===== src/rtl/astt_pkg.sv =====
package astt_pkg;

    localparam int SLOTS_DEF = 16;

    localparam int ALARM_W  = 32;
    localparam int DELAY_W  = 16;
    localparam int WAITER_W = 8;
    localparam int SLICE_W  = 8;
    localparam int LEVEL_W  = 2;
    localparam int KIND_W   = 2;
    localparam int SLOT_W   = 4;

    localparam int S_TDATA_W = 40;
    localparam int S_TUSER_W = 1;
    localparam int M_TDATA_W = 24;
    localparam int M_TUSER_W = KIND_W;

    localparam logic OP_ARM  = 1'b0;
    localparam logic OP_TICK = 1'b1;

    localparam logic [KIND_W-1:0] KIND_ARM     = 2'd0;
    localparam logic [KIND_W-1:0] KIND_WAKE    = 2'd1;
    localparam logic [KIND_W-1:0] KIND_SUMMARY = 2'd2;

    localparam logic [LEVEL_W-1:0] LEVEL_KERNEL = 2'd0;

    typedef enum logic [1:0] {
        S_IDLE,
        S_ARM,
        S_SCAN,
        S_SUM
    } t_state;

endpackage


===== src/rtl/alarm_slot_table_with_tick_unit.sv =====
// Alarm slot table with a 32-bit tick counter. An input transfer with tuser 0 arms an
// alarm in the lowest free slot and gives one answer; tuser 1 is a timer tick that gives
// one wake transfer per slot whose alarm equals the new count, in ascending slot order,
// followed by a summary transfer with tlast high. Alarm times live in a synchronous
// memory with a registered read, and per-slot occupancy flags cleared by reset mark the
// free slots, so no clearing pass follows reset. An arm request checks one occupancy flag
// per cycle. A tick reads one alarm memory entry per cycle while no wake waits to leave.
// Either request also waits in every cycle in which its answer, a wake or the summary
// waits for the previous result to leave on m_axis_tready. One item is worked on at a
// time.
module alarm_slot_table_with_tick_unit #(
    parameter int SLOTS = astt_pkg::SLOTS_DEF
) (
    input  logic                             i_clk,
    input  logic                             i_rst_n,
    input  logic                             s_axis_tvalid,
    output logic                             s_axis_tready,
    // Fields from bit 0: delay_ticks, waiter_id, slice_count, prev_level, zero fill.
    input  logic [astt_pkg::S_TDATA_W-1:0]   s_axis_tdata,
    // Fields from bit 0: opcode.
    input  logic [astt_pkg::S_TUSER_W-1:0]   s_axis_tuser,
    output logic                             m_axis_tvalid,
    input  logic                             m_axis_tready,
    // Fields from bit 0: slot_index, woken_id, table_full, resched, new_slice, zero fill.
    output logic [astt_pkg::M_TDATA_W-1:0]   m_axis_tdata,
    // Fields from bit 0: kind.
    output logic [astt_pkg::M_TUSER_W-1:0]   m_axis_tuser,
    output logic                             m_axis_tlast
);

    localparam int SW = (SLOTS > 1) ? $clog2(SLOTS) : 1;
    localparam int CW = $clog2(SLOTS + 1);

    astt_pkg::t_state r_state;
    astt_pkg::t_state n_state;

    logic                              r_op;
    logic [astt_pkg::DELAY_W-1:0]      r_delay;
    logic [astt_pkg::WAITER_W-1:0]     r_waiter;
    logic [astt_pkg::SLICE_W-1:0]      r_slice;
    logic [astt_pkg::LEVEL_W-1:0]      r_level;
    logic [astt_pkg::ALARM_W-1:0]      r_tick;
    logic [SLOTS-1:0]                  r_busy;

    logic [astt_pkg::ALARM_W-1:0]      r_alarm_mem [SLOTS];
    logic [astt_pkg::WAITER_W-1:0]     r_waiter_mem [SLOTS];
    logic [astt_pkg::ALARM_W-1:0]      r_alarm_q;
    logic [astt_pkg::WAITER_W-1:0]     r_waiter_q;

    logic [CW-1:0]                     r_rd_idx;
    logic                              r_ev_vld;
    logic [SW-1:0]                     r_ev_idx;

    logic                              r_out_vld;
    logic [astt_pkg::KIND_W-1:0]       r_out_kind;
    logic [astt_pkg::SLOT_W-1:0]       r_out_slot;
    logic [astt_pkg::WAITER_W-1:0]     r_out_woken;
    logic                              r_out_full;
    logic                              r_out_resched;
    logic [astt_pkg::SLICE_W-1:0]      r_out_slice;
    logic                              r_out_last;

    logic                              s_acc;
    logic                              can_load;
    logic                              out_load;
    logic [astt_pkg::KIND_W-1:0]       n_out_kind;
    logic [astt_pkg::SLOT_W-1:0]       n_out_slot;
    logic [astt_pkg::WAITER_W-1:0]     n_out_woken;
    logic                              n_out_full;
    logic                              n_out_resched;
    logic [astt_pkg::SLICE_W-1:0]      n_out_slice;
    logic                              n_out_last;

    logic [SW-1:0]                     rd_addr;
    logic [SW+astt_pkg::SLOT_W-1:0]    arm_slot_ext;
    logic [SW+astt_pkg::SLOT_W-1:0]    ev_slot_ext;
    logic [astt_pkg::ALARM_W-1:0]      alarm_sum;
    logic                              alarm_we;
    logic                              arm_adv;
    logic                              rd_en;
    logic                              hit;
    logic                              stall;
    logic                              scan_done;
    logic                              busy_clr;

    assign s_acc        = s_axis_tvalid && s_axis_tready;
    assign can_load     = !r_out_vld || m_axis_tready;
    assign rd_addr      = r_rd_idx[SW-1:0];
    assign arm_slot_ext = {{astt_pkg::SLOT_W{1'b0}}, rd_addr};
    assign ev_slot_ext  = {{astt_pkg::SLOT_W{1'b0}}, r_ev_idx};
    assign alarm_sum    = r_tick + {{(astt_pkg::ALARM_W - astt_pkg::DELAY_W){1'b0}}, r_delay};

    assign hit       = (r_state == astt_pkg::S_SCAN) && r_ev_vld && r_busy[r_ev_idx]
                       && (r_alarm_q == r_tick);
    assign stall     = hit && !can_load;
    assign rd_en     = (r_state == astt_pkg::S_SCAN) && !stall && (r_rd_idx != CW'(SLOTS));
    assign scan_done = !stall && (r_rd_idx == CW'(SLOTS));

    always_comb begin
        s_axis_tready = 1'b0;
        out_load      = 1'b0;
        n_out_kind    = astt_pkg::KIND_ARM;
        n_out_slot    = '0;
        n_out_woken   = '0;
        n_out_full    = 1'b0;
        n_out_resched = 1'b0;
        n_out_slice   = '0;
        n_out_last    = 1'b0;
        alarm_we      = 1'b0;
        arm_adv       = 1'b0;
        busy_clr      = 1'b0;
        unique case (r_state)
            astt_pkg::S_IDLE: begin
                s_axis_tready = 1'b1;
            end
            astt_pkg::S_ARM: begin
                if (!r_busy[rd_addr]) begin
                    if (can_load) begin
                        out_load   = 1'b1;
                        alarm_we   = 1'b1;
                        n_out_slot = arm_slot_ext[astt_pkg::SLOT_W-1:0];
                        n_out_last = 1'b1;
                    end
                end else if (r_rd_idx == CW'(SLOTS - 1)) begin
                    if (can_load) begin
                        out_load   = 1'b1;
                        n_out_full = 1'b1;
                        n_out_last = 1'b1;
                    end
                end else begin
                    arm_adv = 1'b1;
                end
            end
            astt_pkg::S_SCAN: begin
                if (hit && can_load) begin
                    out_load    = 1'b1;
                    busy_clr    = 1'b1;
                    n_out_kind  = astt_pkg::KIND_WAKE;
                    n_out_slot  = ev_slot_ext[astt_pkg::SLOT_W-1:0];
                    n_out_woken = r_waiter_q;
                end
            end
            astt_pkg::S_SUM: begin
                if (can_load) begin
                    out_load      = 1'b1;
                    n_out_kind    = astt_pkg::KIND_SUMMARY;
                    n_out_slice   = (r_slice == '0) ? '0 : r_slice - 1'b1;
                    n_out_resched = (r_slice <= astt_pkg::SLICE_W'(1))
                                    && (r_level != astt_pkg::LEVEL_KERNEL);
                    n_out_last    = 1'b1;
                end
            end
            default: begin
                s_axis_tready = 1'b0;
            end
        endcase
    end

    always_comb begin
        n_state = r_state;
        unique case (r_state)
            astt_pkg::S_IDLE: begin
                if (s_acc) begin
                    n_state = (s_axis_tuser[0] == astt_pkg::OP_TICK) ? astt_pkg::S_SCAN
                                                                     : astt_pkg::S_ARM;
                end
            end
            astt_pkg::S_ARM: begin
                if (out_load) begin
                    n_state = astt_pkg::S_IDLE;
                end
            end
            astt_pkg::S_SCAN: begin
                if (scan_done) begin
                    n_state = astt_pkg::S_SUM;
                end
            end
            astt_pkg::S_SUM: begin
                if (out_load) begin
                    n_state = astt_pkg::S_IDLE;
                end
            end
            default: begin
                n_state = astt_pkg::S_IDLE;
            end
        endcase
    end

    always_ff @(posedge i_clk) begin
        if (!i_rst_n) begin
            r_state  <= astt_pkg::S_IDLE;
            r_tick   <= '0;
            r_busy   <= '0;
            r_rd_idx <= '0;
            r_ev_vld <= 1'b0;
        end else begin
            r_state <= n_state;
            if (s_acc) begin
                r_rd_idx <= '0;
                r_ev_vld <= 1'b0;
                if (s_axis_tuser[0] == astt_pkg::OP_TICK) begin
                    r_tick <= r_tick + 1'b1;
                end
            end
            if (arm_adv || rd_en) begin
                r_rd_idx <= r_rd_idx + 1'b1;
            end
            if ((r_state == astt_pkg::S_SCAN) && !stall) begin
                r_ev_vld <= rd_en;
            end
            if (alarm_we) begin
                r_busy[rd_addr] <= (alarm_sum != '0);
            end
            if (busy_clr) begin
                r_busy[r_ev_idx] <= 1'b0;
            end
        end
    end

    always_ff @(posedge i_clk) begin
        if (s_acc) begin
            r_op     <= s_axis_tuser[0];
            r_delay  <= s_axis_tdata[15:0];
            r_waiter <= s_axis_tdata[23:16];
            r_slice  <= s_axis_tdata[31:24];
            r_level  <= s_axis_tdata[33:32];
        end
        if (rd_en) begin
            r_ev_idx <= rd_addr;
        end
    end

    always_ff @(posedge i_clk) begin
        if (alarm_we) begin
            r_alarm_mem[rd_addr]  <= alarm_sum;
            r_waiter_mem[rd_addr] <= r_waiter;
        end
        if (rd_en) begin
            r_alarm_q  <= r_alarm_mem[rd_addr];
            r_waiter_q <= r_waiter_mem[rd_addr];
        end
    end

    always_ff @(posedge i_clk) begin
        if (!i_rst_n) begin
            r_out_vld <= 1'b0;
        end else if (out_load) begin
            r_out_vld <= 1'b1;
        end else if (m_axis_tready) begin
            r_out_vld <= 1'b0;
        end
    end

    always_ff @(posedge i_clk) begin
        if (out_load) begin
            r_out_kind    <= n_out_kind;
            r_out_slot    <= n_out_slot;
            r_out_woken   <= n_out_woken;
            r_out_full    <= n_out_full;
            r_out_resched <= n_out_resched;
            r_out_slice   <= n_out_slice;
            r_out_last    <= n_out_last;
        end
    end

    assign m_axis_tvalid = r_out_vld;
    assign m_axis_tuser  = r_out_kind;
    assign m_axis_tlast  = r_out_last;
    assign m_axis_tdata  = {2'b00, r_out_slice, r_out_resched, r_out_full,
                            r_out_woken, r_out_slot};

`ifndef ASSERT_OFF
    a_wake_not_last: assert property (@(posedge i_clk) disable iff (!i_rst_n)
        (r_out_vld && (r_out_kind == astt_pkg::KIND_WAKE)) |-> !r_out_last)
        else $error("Wake transfer marked as last.");

    a_tick_step: assert property (@(posedge i_clk) disable iff (!i_rst_n)
        (s_acc && (s_axis_tuser[0] == astt_pkg::OP_TICK)) |=> (r_tick == $past(r_tick) + 1'b1))
        else $error("Tick count did not advance by one.");

    a_claim_free: assert property (@(posedge i_clk) disable iff (!i_rst_n)
        alarm_we |-> (!r_busy[rd_addr] && (r_op == astt_pkg::OP_ARM)))
        else $error("Alarm written into an occupied slot.");

    a_scan_bound: assert property (@(posedge i_clk) disable iff (!i_rst_n)
        (r_state == astt_pkg::S_SCAN) |-> (r_rd_idx <= CW'(SLOTS)))
        else $error("Scan index ran past the table.");

    a_load_room: assert property (@(posedge i_clk) disable iff (!i_rst_n)
        out_load |-> can_load)
        else $error("Result loaded over an untaken result.");
`endif

endmodule

===== config.mk =====
export PLATFORM = sky130hd
export DESIGN_NAME = alarm_slot_table_with_tick_unit
export DESIGN_NICKNAME = d
export VERILOG_FILES = /design/src/rtl/astt_pkg.sv /design/src/rtl/alarm_slot_table_with_tick_unit.sv
export SDC_FILE = /design/constraint.sdc
export NUM_CORES = 1
export LEC_CHECK = 0
export BUFFER_PORTS_ARGS = -buffer_cell sky130_fd_sc_hd__buf_2
export CAP_MARGIN = 20
export CORE_AREA = 4 4 249 251
export CTS_BUF_LIST = sky130_fd_sc_hd__clkbuf_8
export CTS_CLUSTER_SIZE = 14
export DETAILED_ROUTE_END_ITERATION = 6
export DIE_AREA = 0 0 253 255
export PLACE_DENSITY_LB_ADDON = 0.15
export SLEW_MARGIN = 40
export SYNTH_ARGS = -nofsm -noshare
export SYNTH_HDL_FRONTEND = slang
export SYNTH_SLANG_ARGS = --single-unit

===== constraint.sdc =====
create_clock -name i_clk -period 9.85 [get_ports i_clk]
set_input_delay 1.97 -clock i_clk [delete_from_list [all_inputs] [get_ports i_clk]]
set_output_delay 1.97 -clock i_clk [all_outputs]
set_load 0.005 [all_outputs]

Yosys cells after proc, flatten, opt, wreduce, memory -nomap -nowiden

Memories as Yosys holds them, arrays and structs flattened. A register that Yosys moved wholly into a read port is not among the register bits.
Index checks and enable logic that the tools add are counted.

Word-level logic and storage cells: 119
ROM bits: 0
Bits in latches: 0
RAM bits: 640
Flip-flop bits (word level): 120
Memories kept: 2
Input port bits: 45

Equal/unequal tests: 10
$lt $le $gt $ge: 5
Divide/modulo/power cells: 0
Shift operators: 0
Bitwise operators: 4
Multiplexer cells: 45
Reductions and logical operators: 31
Multiply operators: 0
Add/subtract/negate cells: 4

Memories:

| memory       | words | width | read ports | clocked after memory_dff | wr ports | RTL line                              | source |
|---|---|---|---|---|---|---|---|
| r_alarm_mem  | 16    | 32    | 1          | 1                        | 1        | alarm_slot_table_with_tick_unit.sv:45 | `logic [astt_pkg::ALARM_W-1:0] r_alarm_mem [SLOTS];` |
| r_waiter_mem | 16    | 8     | 1          | 1                        | 1        | alarm_slot_table_with_tick_unit.sv:46 | `logic [astt_pkg::WAITER_W-1:0] r_waiter_mem [SLOTS];` |

Operators by type and width:

| cell                  | number |
|---|---|
| $mux 16               | 3 |
| $add 32x1->32 const B | 1 |
| $add 32x16->32        | 1 |
| $eq 32x32->1          | 1 |
| $reduce_bool 32->1    | 1 |
| $mux 1                | 22 |
| $and 16x16->16        | 1 |
| $bwmux 16             | 1 |
| $not 16->16           | 1 |
| $logic_and 1x1->1     | 12 |
| $mux 4                | 3 |
| $lt 4x5->1 const B    | 2 |
| $mux 2                | 5 |
| $mux 5                | 2 |
| $bmux 1 s4            | 2 |
| $demux 1 s4           | 2 |
| $ge 4x1->1 const B    | 2 |
| $le 8x1->1 const B    | 1 |
| $logic_not 8->1       | 1 |
| $pmux 4 s2            | 1 |
| $reduce_and 2->1      | 4 |
| $reduce_bool 2->1     | 4 |
| $sub 8x1->8 const B   | 1 |
| $pmux 2 s3            | 1 |
| 18 further kinds      | 24 |

Depth between registers and ports, before layout

Depth in word-level cells: 10
Gate-level depth with buffers: 13
Mapped depth without buffers: 10

Least setup slack after synthesis

Ideal clock, no wire load.

Kind: input to register
Start point: input m_axis_tready
End point: register r_busy[0]
Data required time: 9713 ps
Stages on the path: 7
Path slack: 3780 ps
Setup time: 137 ps
Arrival time: 5933 ps
Buffers on the path: 0
Cell sequence: nand2b_1 > nand2_1 > nor2_1 > nand2_1 > nor3_1 > nor3b_1 > a21oi_1

Cells in the longest elaborated chain, start to end: 8
Elaborated cells on any way between the ends: 11
Classes of those cells: mux: 8; bitwise: 1; reduce/logical: 2

RTL lines:

| element                         | RTL line                               | source |
|---|---|---|
| start, declared                 | alarm_slot_table_with_tick_unit.sv:23  | `input logic m_axis_tready,` |
| $logic_or 1x1->1 (*)            | alarm_slot_table_with_tick_unit.sv:87  | `assign can_load = !r_out_vld \|\| m_axis_tready;` |
| $mux 1                          | alarm_slot_table_with_tick_unit.sv:118 | `if (can_load) begin` |
| $mux 1                          | alarm_slot_table_with_tick_unit.sv:117 | `if (!r_busy[rd_addr]) begin` |
| $mux 1                          | alarm_slot_table_with_tick_unit.sv:112 | `unique case (r_state)` |
| $mux 16                         | alarm_slot_table_with_tick_unit.sv:211 | `if (alarm_we) begin` |
| $mux 16                         | alarm_slot_table_with_tick_unit.sv:190 | `if (!i_rst_n) begin` |
| $and 16x16->16 (no source line) | -                                      |  |
| $mux 16 (*)                     | alarm_slot_table_with_tick_unit.sv:214 | `if (busy_clr) begin` |
| end signal, assigned by index   | alarm_slot_table_with_tick_unit.sv:212 | `r_busy[rd_addr] <= (alarm_sum != '0);` |
| end, declared                   | alarm_slot_table_with_tick_unit.sv:43  | `logic [SLOTS-1:0] r_busy;` |

Every way passes the cells marked *; elsewhere a longest branch is shown, timed or not. The select of a mux whose other input is x is not followed.
A chain may end at the register's enable or synchronous reset.

Worst setup path after layout

Start point: register r_rd_idx[0]
End point: register r_busy[2]

Cells in the longest elaborated chain, start to end: 9
Elaborated cells on any way between the ends: 14
Classes of those cells: order compare: 2; mux: 10; bitwise: 1; reduce/logical: 1

RTL lines:

| element                                                               | RTL line                               | source |
|---|---|---|
| start, declared                                                       | alarm_slot_table_with_tick_unit.sv:50  | `logic [CW-1:0] r_rd_idx;` |
| start signal, assigned                                                | alarm_slot_table_with_tick_unit.sv:206 | `r_rd_idx <= r_rd_idx + 1'b1;` |
| $lt 4x5->1 (implied by the code) / $ge 4x1->1 (equally long branches) | alarm_slot_table_with_tick_unit.sv:212 |  |
| $logic_and 1x1->1 (implied by the code)                               | alarm_slot_table_with_tick_unit.sv:212 |  |
| $mux 1 (implied by the code)                                          | alarm_slot_table_with_tick_unit.sv:212 |  |
| $demux 1 s4                                                           | alarm_slot_table_with_tick_unit.sv:212 |  |
| $bwmux 16                                                             | alarm_slot_table_with_tick_unit.sv:212 |  |
| $mux 16 (*)                                                           | alarm_slot_table_with_tick_unit.sv:211 |  |
| $mux 16 (*)                                                           | alarm_slot_table_with_tick_unit.sv:190 |  |
| $and 16x16->16 (no source line)                                       | -                                      |  |
| $mux 16 (*)                                                           | alarm_slot_table_with_tick_unit.sv:214 |  |

Marks and branches as above.

==> flow_summary.toml <==
[clock_tree]
cts_buffers = 131
cts_sinks = 800
clockBufferDepth = 3
hold_buffers = 0
cts.clk_slew.worst_paths_ps = 60
cts_setup_buffers = 0
clk_latency_ps = 770
cts_resized = 0
htreeDepth = 4
cts_tree = "done"
cts_root_buf = "clkbuf_8"

[place]
dp_hpwl_um = 42900
placed_cell_area_mm2 = 0.0340
post-place-ws_ps = 4210
place.gp.congestion = 0.899
io_buffers = 65

[timing]
skew_ps = 32.4
relSlewSlack = 0.387
setup_tns_ps = 0
final-hold-violation-count = 0
finalSetupViolations = 0
period_share = 0.548
worst-slew-pin-transition_ps = 911
worst_slack_ps = 4460
slew_viol_final = 0
fmax_mhz = 185
fin_crit_ps = 5390
rsz0062_at_grt = "false"

[synthesis]
synth-warning-count = 0
ys_seq_area_frac = 0.721
syn_area_per_cell_um2 = 19.1
syn_inst = 1707
synth.largest_area_cell = "edfxtp_1"
synth_cell_types = 77
synth.ff_latch_count = 800
synth_flop_cell = "edfxtp_1"
synth_common_cells = "743 x edfxtp_1, 210 x mux4_2, 80 x nor2_1"
synth_top_area_share = 0.686
synth.area.top_cells = "edfxtp_1 69%, mux4_2 15%, dfxtp_1 3.5%"
synth_edf_count = 743
netlist_area_mm2 = 0.0325
synth.most_common_cell = "edfxtp_1"
synthArstFlopShare = 0

[status]
outcome = "finished, final reports clean"

[worst_setup_path]
cpLargestDelayFamily = "simple AND/OR/NAND/NOR gates"
critPathRequiredTime_ps = 10490
arrival_ps = 6040
cp_num_buf_inv = 2
cp-start-kind = "register"
cpMostUsedCell = "mux4_2"
r2r_cells = 9
cpPeakStageDelay_ps = 770
cp-end-kind = "register"
cp_max_fo = 38
crit_path_top_delay_cell = "dfxtp_4"
critPathKind = "reg -> reg"
path_cells = "buf_6 > mux4_2 > mux4_2 > nor2_1 > nand2_1 > nor3_2 > buf_4 > nor3b_1 > a21oi_1"
cp_num_cells = 9

[global_route]
grtUsageTotal = 0.239
antenna_found_initial = 1
grt_max_degree = 83
grt_pass1_wl_um = 112000
grt_pass1_vias = 17300
gr-total-overflow = 0

[drt]
avgRoutedWirePerCell_um = 27.6
wirelength_um = 75400
first_pass_iters = 5
drtIter0Drc = 1675
antenna_left = 0
vias = 17000
vias_per_cell = 6.20
drc = 0

[final_layout]
layout-drive-gt1-share = 0.279
design_area_mm2 = 0.0365
n_fill_cell = 4349
areaGrowthSynthToFinish_pct = 12.1
nNetsFinal = 1927

[die]
core_mm2 = 0.0599
row_count = 90
die_w_um = 253
num_io_pins = 74
die_h_um = 255
die_area_mm2 = 0.0645
start_util = 0.543

[flow_run]
drv_cap = 0

[pwr]
total_power_mw = 7.96
power.leakage_nw = 12.0
ir_worst_vdd_uv = 143
pwr_density_cell_mw_per_mm2 = 218

[hold_path]
hp-class = "reg -> reg"
holdPathStages = 1
==> where the power goes <==
part / leakage (nW) / internal, mW / total, mW / switching, mW
sequential: 7.52 / 4.03 / 4.18 / 0.150
clock: 1.38 / 1.32 / 2.61 / 1.29
combinational: 3.07 / 0.530 / 1.17 / 0.637
total: 12.0 / 5.88 / 7.96 / 2.08
==> flip-flops by register name, summed over array words and instances, names as in the netlist, 16 cells and up <==
register / cells
r_alarm_mem: 512
r_waiter_mem: 128
r_alarm_q: 32
r_tick: 32
r_busy: 16
r_delay: 16
==> cell families (layout without fill, tap and decap cells) <==
| logic type | after synthesis | count (layout) | synth area share |
|---|---|---|---|
| AOI/OAI and AO/OA | 134 | 134 | 0.0295 |
| xor gates and xnor gates | 89 | 89 | 0.0240 |
| adders and majority gates | 29 | 29 | 0.0114 |
| buffers and inverters | 115 | 360 | 0.0151 |
| DFF | 800 | 800 | 0.721 |
| muxes | 216 | 216 | 0.147 |
| other | 1 | 3 | 0.000115 |
| and+or+nand+nor | 323 | 323 | 0.0520 |
==> metrics by stage <==
| stage | instances | hold WS (ps) | util |
|---|---|---|---|
| floorplan | 1708 | 406 | - |
| global placement | 2496 | 525 | 0.565 |
| detailed placement | 2500 | 533 | 0.568 |
| CTS | 2733 | 550 | 0.608 |
| global route | 2736 | 572 | 0.609 |
| finish | 2736 | 552 | 0.609 |
==> cell type report <==
cell class | count | area (µm²) | share of cell area
sequential | 800 | 23500 | 0.643
multi-input combinational | 793 | 8840 | 0.242
clock buffer | 133 | 1830 | 0.0502
tap | 782 | 978 | 0.0268
timing repair buffer | 107 | 748 | 0.0205
clock inverter | 100 | 531 | 0.0145
inverter | 20 | 77.6 | 0.00213
antenna | 1 | 2.50 | 0.0000686
==> worst reg2reg max path, stage by stage (launching register included) <==
cell	delay, ps
dfxtp_4	770
buf_6	590
mux4_2	640
mux4_2	520
nor2_1	430
nand2_1	420
nor3_2	720
buf_4	730
nor3b_1	340
a21oi_1	110
==> layout by cell type (no fill, tap or decap), drive strengths merged, types with 15 or more instances in the layout <==
| cell | Yosys | routed |
|---|---|---|
| o221ai | 17 | 17 |
| nand4 | 22 | 22 |
| clkinv | 0 | 40 |
| nor2 | 80 | 80 |
| xor2 | 53 | 53 |
| nor3 | 16 | 16 |
| ha | 28 | 28 |
| dfxtp | 57 | 57 |
| nor4 | 23 | 23 |
| and2 | 18 | 18 |
| nand2 | 62 | 62 |
| edfxtp | 743 | 743 |
| buf | 28 | 107 |
| o21ai | 24 | 24 |
| a21oi | 42 | 42 |
| xnor2 | 36 | 36 |
| nand3 | 28 | 28 |
| inv | 20 | 76 |
| and3 | 15 | 15 |
| mux4 | 210 | 210 |
| clkbuf | 63 | 133 |
==> path summary, 6_finish.rpt <==
check / endpoint / start / slack (ps)
hold / removal: r_out_woken[6] / r_waiter_q[6] / 550
hold reg to reg: r_out_woken[6] / r_waiter_q[6] / 550
setup / recovery: r_busy[2] / r_rd_idx[0] / 4460
setup reg to reg: r_busy[2] / r_rd_idx[0] / 4460
==> layer usage <==
layer,vias to the layer above,GRT usage,routed length [µm]
met5,-,0,0
met4,0,0.0801,1820
met3,115,0.0422,4420
met2,610,0.376,36600
met1,8961,0.349,32600
li1,7271,-,-
(Power assumes the default switching activity.)
